==> src/rtl/mbps_pkg.sv <==
`timescale 1ns / 1ps
// ----------------------------------------------------------------------------
// mbps_pkg
// Types and constants shared by the masked byte pattern search unit.
// ----------------------------------------------------------------------------
package mbps_pkg;

	localparam int PATTERN_MAX  = 16;
	localparam int WINDOW_DEPTH = 16;
	localparam int WIN_IDX_W    = $clog2(WINDOW_DEPTH);
	localparam int LEN_W        = 5;
	localparam int POS_W        = 33;
	localparam int ADDR_W       = 64;
	localparam int REGION_W     = 32;
	localparam int CFG_DATA_W   = 64;
	localparam int CFG_INDEX_W  = 3;
	localparam int PATTERN_W    = 8 * PATTERN_MAX;

	typedef enum logic [CFG_INDEX_W-1:0] {
		REG_BASE_ADDRESS   = 3'd0,
		REG_REGION_SIZE    = 3'd1,
		REG_PATTERN_LOW    = 3'd2,
		REG_PATTERN_HIGH   = 3'd3,
		REG_CARE_MASK      = 3'd4,
		REG_PATTERN_LENGTH = 3'd5
	} reg_index_t;

	typedef struct packed {
		logic [7:0] data_byte;
		logic       start_scan;
		logic       last_byte;
	} in_item_t;

	typedef struct packed {
		logic              found;
		logic [ADDR_W-1:0] match_address;
	} out_item_t;

	typedef struct packed {
		logic [ADDR_W-1:0]      base_address;
		logic [REGION_W-1:0]    region_size;
		logic [PATTERN_W-1:0]   pattern;
		logic [PATTERN_MAX-1:0] care_mask;
		logic [LEN_W-1:0]       pattern_length;
	} cfg_t;

	typedef struct packed {
		logic [PATTERN_W-1:0]   pattern;
		logic [PATTERN_MAX-1:0] care_mask;
		logic [LEN_W-1:0]       pattern_length;
	} cell_cfg_t;

endpackage

==> src/rtl/masked_byte_pattern_search_unit.sv <==
`timescale 1ns / 1ps
// ----------------------------------------------------------------------------
// masked_byte_pattern_search_unit
// Streams a memory region byte by byte through a row of window cells and
// reports the address of the first masked pattern match, or a miss.
// ----------------------------------------------------------------------------
//  channel   handshake               payload
//  cfg       cfg_wr_en               cfg_index, cfg_data
//  in        in_valid / in_ready     in_item (data_byte, start_scan, last_byte)
//  out       out_valid / out_ready   out_item (found, match_address)
//
//  One byte per cycle while in_ready is high; the window cells compare all positions at once.
//  A result passes a compare stage and then an address-add stage after the byte that causes it.
//  in_ready follows out_ready once both stages hold a result; one result may wait in the middle stage.
//  Reset clears scan state, pipeline valids and configuration; no clearing pass.
// ----------------------------------------------------------------------------
module masked_byte_pattern_search_unit import mbps_pkg::*; (
	input  logic                   clk,
	input  logic                   arst_n,
	input  logic                   cfg_wr_en,
	input  logic [CFG_INDEX_W-1:0] cfg_index,
	input  logic [CFG_DATA_W-1:0]  cfg_data,
	input  logic                   in_valid,
	output logic                   in_ready,
	input  in_item_t               in_item,
	output logic                   out_valid,
	input  logic                   out_ready,
	output out_item_t              out_item
);

	cfg_t                    cfg;
	cell_cfg_t               cell_cfg;
	logic [7:0]              win [WINDOW_DEPTH];
	logic [WINDOW_DEPTH-1:0] cell_ok;

	logic                    in_xfer;
	logic [POS_W-1:0]        pos_q;
	logic                    fin_q;
	logic [POS_W-1:0]        pos_eff;
	logic                    fin_eff;
	logic [POS_W-1:0]        pos_next;
	logic [LEN_W-1:0]        len_off;
	logic                    pos_ok;
	logic [POS_W-1:0]        start_idx;
	logic                    in_region;
	logic                    hit;
	logic                    emit;

	logic                    valid_s1;
	logic                    found_s1;
	logic [REGION_W-1:0]     start_s1;
	logic                    adv_s1;

	logic                    out_valid_q;
	logic                    found_q;
	logic [ADDR_W-1:0]       addr_q;

	mbps_regs u_regs (
		.clk       (clk),
		.arst_n    (arst_n),
		.cfg_wr_en (cfg_wr_en),
		.cfg_index (cfg_index),
		.cfg_data  (cfg_data),
		.cfg       (cfg)
	);

	assign cell_cfg.pattern        = cfg.pattern;
	assign cell_cfg.care_mask      = cfg.care_mask;
	assign cell_cfg.pattern_length = cfg.pattern_length;

	assign in_xfer = in_valid && in_ready;

	genvar k;
	generate
		for (k = 0; k < WINDOW_DEPTH; k++) begin : g_cell
			logic [7:0] byte_in;
			if (k == 0) begin : g_head
				assign byte_in = in_item.data_byte;
			end else begin : g_body
				assign byte_in = win[k-1];
			end
			mbps_cell u_cell (
				.clk        (clk),
				.shift_en   (in_xfer),
				.cell_index (WIN_IDX_W'(k)),
				.cell_cfg   (cell_cfg),
				.byte_in    (byte_in),
				.byte_out   (win[k]),
				.ok         (cell_ok[k])
			);
		end
	endgenerate

	assign pos_eff   = in_item.start_scan ? '0 : pos_q;
	assign fin_eff   = in_item.start_scan ? 1'b0 : fin_q;
	assign pos_next  = (&pos_eff) ? pos_eff : pos_eff + POS_W'(1);
	assign len_off   = (cfg.pattern_length == '0) ? '0 : cfg.pattern_length - LEN_W'(1);
	assign pos_ok    = pos_eff >= {{(POS_W-LEN_W){1'b0}}, len_off};
	assign start_idx = pos_eff - {{(POS_W-LEN_W){1'b0}}, len_off};
	assign in_region = start_idx < {{(POS_W-REGION_W){1'b0}}, cfg.region_size};
	assign hit       = !fin_eff && pos_ok && in_region && (&cell_ok);
	assign emit      = !fin_eff && (hit || in_item.last_byte);

	// scan position and end-of-scan flag
	always_ff @(posedge clk or negedge arst_n) begin
		if (!arst_n) begin
			pos_q <= '0;
			fin_q <= 1'b0;
		end else if (in_xfer) begin
			if (fin_eff) begin
				pos_q <= pos_eff;
				fin_q <= 1'b1;
			end else begin
				pos_q <= pos_next;
				fin_q <= emit;
			end
		end
	end

	assign adv_s1   = !out_valid_q || out_ready;
	assign in_ready = !valid_s1 || adv_s1;

	always_ff @(posedge clk or negedge arst_n) begin
		if (!arst_n) begin
			valid_s1 <= 1'b0;
		end else if (in_ready) begin
			valid_s1 <= in_xfer && emit;
		end
	end

	always_ff @(posedge clk) begin
		if (in_xfer && emit) begin
			found_s1 <= hit;
			start_s1 <= start_idx[REGION_W-1:0];
		end
	end

	always_ff @(posedge clk or negedge arst_n) begin
		if (!arst_n) begin
			out_valid_q <= 1'b0;
		end else if (adv_s1) begin
			out_valid_q <= valid_s1;
		end
	end

	always_ff @(posedge clk) begin
		if (adv_s1 && valid_s1) begin
			found_q <= found_s1;
			addr_q  <= found_s1 ?
				cfg.base_address + {{(ADDR_W-REGION_W){1'b0}}, start_s1} : '0;
		end
	end

	assign out_valid              = out_valid_q;
	assign out_item.found         = found_q;
	assign out_item.match_address = addr_q;

endmodule

==> src/rtl/mbps_cell.sv <==
`timescale 1ns / 1ps
// ----------------------------------------------------------------------------
// mbps_cell
// One window byte: holds it, passes it on, compares the incoming byte.
// ----------------------------------------------------------------------------
module mbps_cell import mbps_pkg::*; (
	input  logic                 clk,
	input  logic                 shift_en,
	input  logic [WIN_IDX_W-1:0] cell_index,
	input  cell_cfg_t            cell_cfg,
	input  logic [7:0]           byte_in,
	output logic [7:0]           byte_out,
	output logic                 ok
);

	logic [7:0]           byte_q;
	logic [WIN_IDX_W-1:0] pat_idx;
	logic [7:0]           pat_byte;
	logic                 active;

	always_ff @(posedge clk) begin
		if (shift_en) begin
			byte_q <= byte_in;
		end
	end

	assign byte_out = byte_q;
	assign active   = {1'b0, cell_index} < cell_cfg.pattern_length;
	assign pat_idx  = cell_cfg.pattern_length[WIN_IDX_W-1:0] - WIN_IDX_W'(1) - cell_index;
	assign pat_byte = cell_cfg.pattern[{pat_idx, 3'b000} +: 8];
	assign ok       = !active || !cell_cfg.care_mask[pat_idx] || (byte_in == pat_byte);

endmodule

==> src/rtl/mbps_regs.sv <==
`timescale 1ns / 1ps
// ----------------------------------------------------------------------------
// mbps_regs
// Configuration registers with index decode and length saturation.
// ----------------------------------------------------------------------------
module mbps_regs import mbps_pkg::*; (
	input  logic                   clk,
	input  logic                   arst_n,
	input  logic                   cfg_wr_en,
	input  logic [CFG_INDEX_W-1:0] cfg_index,
	input  logic [CFG_DATA_W-1:0]  cfg_data,
	output cfg_t                   cfg
);

	cfg_t             cfg_q;
	logic [LEN_W-1:0] len_sat;

	assign len_sat = (cfg_data[LEN_W-1:0] > LEN_W'(PATTERN_MAX)) ?
		LEN_W'(PATTERN_MAX) : cfg_data[LEN_W-1:0];

	always_ff @(posedge clk or negedge arst_n) begin
		if (!arst_n) begin
			cfg_q.base_address   <= '0;
			cfg_q.region_size    <= '0;
			cfg_q.pattern        <= '0;
			cfg_q.care_mask      <= '1;
			cfg_q.pattern_length <= '0;
		end else if (cfg_wr_en) begin
			unique case (reg_index_t'(cfg_index))
				REG_BASE_ADDRESS:   cfg_q.base_address <= cfg_data[ADDR_W-1:0];
				REG_REGION_SIZE:    cfg_q.region_size <= cfg_data[REGION_W-1:0];
				REG_PATTERN_LOW:    cfg_q.pattern[63:0] <= cfg_data;
				REG_PATTERN_HIGH:   cfg_q.pattern[127:64] <= cfg_data;
				REG_CARE_MASK:      cfg_q.care_mask <= cfg_data[PATTERN_MAX-1:0];
				REG_PATTERN_LENGTH: cfg_q.pattern_length <= len_sat;
				default: begin
				end
			endcase
		end
	end

	assign cfg = cfg_q;

endmodule

==> config.mk <==
export PLATFORM = sky130hd
export DESIGN_NAME = masked_byte_pattern_search_unit
export DESIGN_NICKNAME = d
export VERILOG_FILES = /design/src/rtl/mbps_pkg.sv /design/src/rtl/masked_byte_pattern_search_unit.sv /design/src/rtl/mbps_cell.sv /design/src/rtl/mbps_regs.sv
export SDC_FILE = /design/constraint.sdc
export NUM_CORES = 1
export LEC_CHECK = 0
export BUFFER_PORTS_ARGS = -buffer_cell sky130_fd_sc_hd__buf_2
export CORE_MARGIN = 1
export CORE_UTILIZATION = 35
export DETAILED_ROUTE_END_ITERATION = 10
export REMOVE_ABC_BUFFERS = 1
export SLEW_MARGIN = 10
export SYNTH_ARGS = -nofsm -noshare
export SYNTH_HDL_FRONTEND = slang
export SYNTH_SLANG_ARGS = --single-unit
==> constraint.sdc <==
create_clock -name clk -period 10.7 [get_ports clk]
set_input_delay 2.14 -clock clk [delete_from_list [all_inputs] [get_ports clk]]
set_output_delay 2.14 -clock clk [all_outputs]
set_load 0.05 [all_outputs]
# == Yosys cells after proc, flatten, opt, wreduce, memory -nomap -nowiden ==
# Cells that the tools add are included.
# Widths: inputs -> output; s select.
# totals
memories,0
output_inout_bits,67
regBits,499
rom_bits,0
ram_bits,0
latchBits,0
wordCells,247
in_bits,82
# classes
multipliers,0
magnitude_cmp,35
reduce_logical,87
n_div,0
bitwise,0
eq_ne,21
mux,39
shift,16
n_addsub,20
# ops
operator,count
$shiftx 128x8->8,16
$eq 8x8->1,16
$mux 33,3
$lt 4x5->1 const B,16
$add 64x32->64,1
$bmux 1 s4,16
$lt 4x5->1 const A,8
$logic_not 1->1,35
$logic_or 1x1->1,35
$add 33x1->33 const B,1
$ge 33x5->1,1
$lt 33x32->1,1
$reduce_and 33->1,1
$sub 33x5->33,1
$sub 4x4->4 const B,8
$lt 3x5->1 const A,4
$mux 1,18
$reduce_and 16->1,1
$sub 4x3->4 const B,4
$reduce_and 2->1,6
$lt 1x5->1 const A,2
$lt 2x5->1 const A,2
$mux 5,2
$sub 4x1->4 const B,2
9 further kinds,18

# == Depth between registers and ports, before layout ==
# logic_depth
ltp_word,12
mapped_depth,35
ltp_nobuf,26

# == By module ==
# From an unflattened synthesis, not the netlist that was laid out.
# unflattened
hier_cells,5391
hier_area_um2,53749.0
# modules_own_cells
module,seq_area_each_um2,area_each_um2,cells_each,n_inst
mbps_cell,240.2,2132.0,237,16
mbps_regs,6150.9,9863.2,528,1
masked_byte_pattern_search_unit,3843.7,9773.1,1071,1

# == Worst setup path after synthesis ==
# No wires, ideal clock.
# synth_timing
path_kind,flip-flop to flip-flop
from,"reg u_regs.cfg_q, in the netlist u_regs.cfg[0]"
to,"reg found_s1, enable pin"
slack_ns,2.702
arrival_ns,7.609
required_time_ns,10.311
setup_ns,0.389
path_stages_with_launch,33
period_less_slack_ns,7.998
n_path_buf,9
cell_sequence,dfrtp_1 buf_4 clkinv_1 buf_2 clkbuf_1 clkbuf_1 ha_1 buf_4 buf_2 buf_2 buf_2 buf_2 inv_1 nand2_1 ha_1 nor2b_1 o21ai_0 a21boi_0 o21ai_0 and2_1 nand2_1 nor2_1 o21ai_0 o311ai_0 o21ai_0 ha_1 a21o_1 a21o_1 a2111oi_0 a211o_1 a21oi_1 nor4_2 a21o_1
# synth_between
elab_cells_between_ends,173
classes_between,add/sub (18); order compare (18); eq/ne (16); shift (16); mux (33); reduce/logical (72)
# synth_rtl
item,line,source
"start, declared",mbps_regs.sv:15,cfg_t cfg_q;
$sub 5x1->5 / $logic_not 5->1 (equally long branches),masked_byte_pattern_search_unit.sv:97,assign len_off = (cfg.pattern_length == '0) ? '0 : cfg.pattern_length - LEN_W'(1);
$mux 5 *,masked_byte_pattern_search_unit.sv:97,
$sub 33x5->33 *,masked_byte_pattern_search_unit.sv:99,"assign start_idx = pos_eff - {{(POS_W-LEN_W){1'b0}}, len_off};"
net start_idx[23],masked_byte_pattern_search_unit.sv:44,logic [POS_W-1:0] start_idx;
$lt 33x32->1 *,masked_byte_pattern_search_unit.sv:100,"assign in_region = start_idx < {{(POS_W-REGION_W){1'b0}}, cfg.region_size};"
$logic_and 1x1->1 * (2 in a row),masked_byte_pattern_search_unit.sv:101,assign hit = !fin_eff && pos_ok && in_region && (&cell_ok);
$logic_or 1x1->1 *,masked_byte_pattern_search_unit.sv:102,assign emit = !fin_eff && (hit || in_item.last_byte);
$logic_and 1x1->1 *,masked_byte_pattern_search_unit.sv:102,
$logic_and 1x1->1 *,masked_byte_pattern_search_unit.sv:132,if (in_xfer && emit) begin
"end signal, assigned",masked_byte_pattern_search_unit.sv:133,found_s1 <= hit;
"end, declared",masked_byte_pattern_search_unit.sv:50,logic found_s1;
# The timed path passes the listed nets; every way through them passes the cells marked *. The select of a mux whose other input is x is not followed.
# A chain may end at the register's enable or synchronous reset.

# == Final worst setup path ==
# layout_timing
from,"reg u_regs.cfg_q, in the netlist u_regs.cfg[1]"
to,"reg start_s1[1], enable pin"
# layout_between
elab_cells_between_ends,173
classes_between,add/sub (18); order compare (18); eq/ne (16); shift (16); mux (33); reduce/logical (72)
# layout_rtl
item,line,source
$sub 5x1->5 / $logic_not 5->1 (equally long branches),masked_byte_pattern_search_unit.sv:97,
$mux 5 *,masked_byte_pattern_search_unit.sv:97,
$sub 33x5->33 *,masked_byte_pattern_search_unit.sv:99,
net start_idx[23],masked_byte_pattern_search_unit.sv:44,
$lt 33x32->1 *,masked_byte_pattern_search_unit.sv:100,
$logic_and 1x1->1 * (2 in a row),masked_byte_pattern_search_unit.sv:101,
$logic_or 1x1->1 *,masked_byte_pattern_search_unit.sv:102,
$logic_and 1x1->1 *,masked_byte_pattern_search_unit.sv:102,
$logic_and 1x1->1 *,masked_byte_pattern_search_unit.sv:132,
"end signal, assigned",masked_byte_pattern_search_unit.sv:134,start_s1 <= start_idx[REGION_W-1:0];
"end, declared",masked_byte_pattern_search_unit.sv:51,logic [REGION_W-1:0] start_s1;
# Marks and branches as above.

==> results.toml <==
[run_status]
status = "completed"

[pwr]
powerDensity_nw_per_um2 = 257
p_leak_nw = 13.9
peakVddDrop_mv = 0.185
power_mw = 9.23

[finish]
final_common_cell = "dfrtp_1"
design_area_um2 = 36000
drive_above_1_share = 0.261
most-common-layout-cells = "dfrtp_1 (263), mux2_2 (248), edfxtp_1 (218), nand2_1 (208), mux4_2 (175)"
instances_no_fill = 4052
area_growth_pct = 12.2
nets = 2988

[timing]
maxSlewHeadroom = 0.185
rsz0062_at_grt = "no"
tightest_slew_ps = 1210
setup_violations = 0
slew_viol_final = 0
layout_setup_ws_ps = 2520
final-hold-violation-count = 0
fmax_ghz = 0.122
period_share = 0.765
period_needed_ps = 8180
clock_skew_ps = 46.3
fin_tns_setup_ps = 0

[place]
place_congestion = 0.966
dpl-instance-area_um2 = 34000
hpwl_mm = 77.5
dpl_worst_slack_ps = 1980
dp_cells = 3941
port_buffers = 148

[detailed_routing]
avgRoutedWirePerCell_um = 25.2
vias = 23800
postRouteAntennaNets = 0
drcViolationCount = 0
drt-initial-drc-count = 2569
drtPass1Iterations = 6
routed_via_density = 5.87
routed_wl_mm = 102

[flow_run]
max-cap-violations = 0

[synth]
post_synth_num_cell_types = 85
synth_area_per_cell_um2 = 11.7
synth-edff-count = 218
synth_warnings = 0
syn_area_um2 = 32100
ys_seq_elements = 499
synthFlopType = "dfrtp_1"
syn_inst = 2745
async_flop_share = 0.563
yosysSeqAreaShare = 0.424

[floorplan]
die_area_um2 = 92800
core_um2 = 90400
ios = 149
fp.dieW_um = 305
core.rowCount = 110
start_util = 0.355
die_height_um = 305

[critical_path]
start_kind = "flop"
reg2regPathDepth = 24
critPathCaptureType = "flop"
arrival_ps = 8480
crit_type = "reg2reg"
cp_max_fo = 61
worstPathRequired_ps = 11000
reg2reg_from = "u_regs.cfg[1]"
regToRegSetupSlack_ps = 2520
r2r_end = "start_s1[1]"

[global_route]
antenna_found_initial = 2
grt_pass1_vias = 22700
grt_usage = 0.218
overflow = 0
grt_pass1_wl_mm = 152
grt_max_degree = 155

[min_path]
whs_path_depth = 0
hold_path_class = "reg2reg"
hp-start = "g_cell[9].u_cell.byte_out[3]"
holdPathEnd = "g_cell[10].u_cell.byte_out[3]"

[clock_tree]
clock-sinks = 499
cts_hold_buf = 0
cts.reportedPaths.clkPinSlew_ps = 70
cts_buffer_depth = 3
root_buffer = "clkbuf_16"
worstSkewPairLatency_ps = 660
htree_levels = 2
cts_buffers = 58
cts_resized = 0
post_cts_buffers = 0
cts_tree = "done"
==> layout make-up <==
class                           count  area [um^2]
Fill cell                        8505        54500
Inverter                           80          303
Clock inverter                     19          230
Antenna cell                        1         2.50
Timing Repair Buffer              185         1050
Tap cell                         1176         1470
Sequential cell                   499        13600
Multi-Input combinational cell   2001        17500
Clock buffer                       91         1780
==> state kept, by name, indices dropped and copies added, names as in the netlist <==
signal                  cells
u_regs.cfg                245
valid_s1                    1
found_q                     1
pos_q                      33
start_s1                   32
out_valid                   1
found_s1                    1
addr_q                     64
fin_q                       1
g_cell.u_cell.byte_out    120
==> worst max-delay path by stage <==
stage / slack (ps) / cells past startpoint / from / endpoint
floorplan: -7970 / 15 / u_regs.cfg[0] / found_s1
detailed placement: 1980 / 23 / in_item[1] / start_s1[1]
CTS: 2550 / 24 / u_regs.cfg[1] / start_s1[1]
finish: 2520 / 24 / u_regs.cfg[1] / start_s1[1]
global placement: 2140 / 23 / in_item[1] / start_s1[1]
global route: 1730 / 24 / u_regs.cfg[1] / start_s1[1]
==> routing by layer <==
layer | GRT usage | wire length, um
met2 | 0.349 | 47900
met3 | 0.0284 | 6980
met4 | 0.0819 | 4180
met1 | 0.300 | 43100
met5 | 0 | 0
==> critical path: stages, from the launching register on <==
cell	delay (ps)
dfrtp_1	740
inv_1	260
ha_4	940
inv_1	230
nand2_1	210
ha_1	270
nor2b_1	130
o21ai_0	210
a21boi_0	150
o21ai_0	220
and2_1	210
nand2_1	230
nor2_1	330
o21ai_0	250
o311ai_0	340
o21ai_0	200
ha_1	340
a21o_1	180
a21o_1	190
a2111oi_0	440
a211o_1	210
a21oi_1	150
nor4_2	440
a21o_1	510
buf_4	420
==> power breakdown <==
group	switching [mW]	internal (mW)	total, mW
clock network	0.838	1.24	2.08
registers	0.308	2.35	2.66
logic	2.56	1.93	4.49
total	3.70	5.52	9.23
==> Yosys cell counts (17+ instances only) <==
library cell,instances,area (um^2)
a211oi_1,38,285
a21o_1,34,255
a21oi_1,104,521
a22oi_1,20,150
and2_1,17,106
and3_1,35,219
buf_2,46,230
clkbuf_1,106,398
dfrtp_1,265,6630
edfxtp_1,218,6550
ha_1,79,988
inv_1,76,285
mux2_2,248,2790
mux2i_1,162,1620
mux4_2,175,3940
nand2_1,208,781
nand2b_1,18,113
nand3_1,49,245
nand4_1,45,282
nor2_1,125,469
nor2b_1,24,150
nor3_1,59,295
nor4_1,20,125
o211ai_1,19,143
o21ai_0,142,711
or3_1,31,194
xnor2_1,110,963
xor2_1,62,543
==> cells by family after synthesis <==
logic type               Yosys count  share of synthesized area
buffers and inverters            245                     0.0317
XOR/XNOR                         177                     0.0499
multiplexers                     585                      0.261
flip-flops                       499                      0.424
AND/OR/NAND/NOR                  681                      0.106
AO/OA/AOI/OAI                    477                     0.0953
adder cells (fa/ha/maj)           81                     0.0321
==> stage by stage <==
stage	hold WS (ps)	utilization
2_1_floorplan	436	-
3_3_place_gp	448	0.375
3_5_place_dp	456	0.375
4_1_cts	449	0.398
5_1_grt	449	0.398
6_report	444	0.398
(Power assumes the default switching activity.)
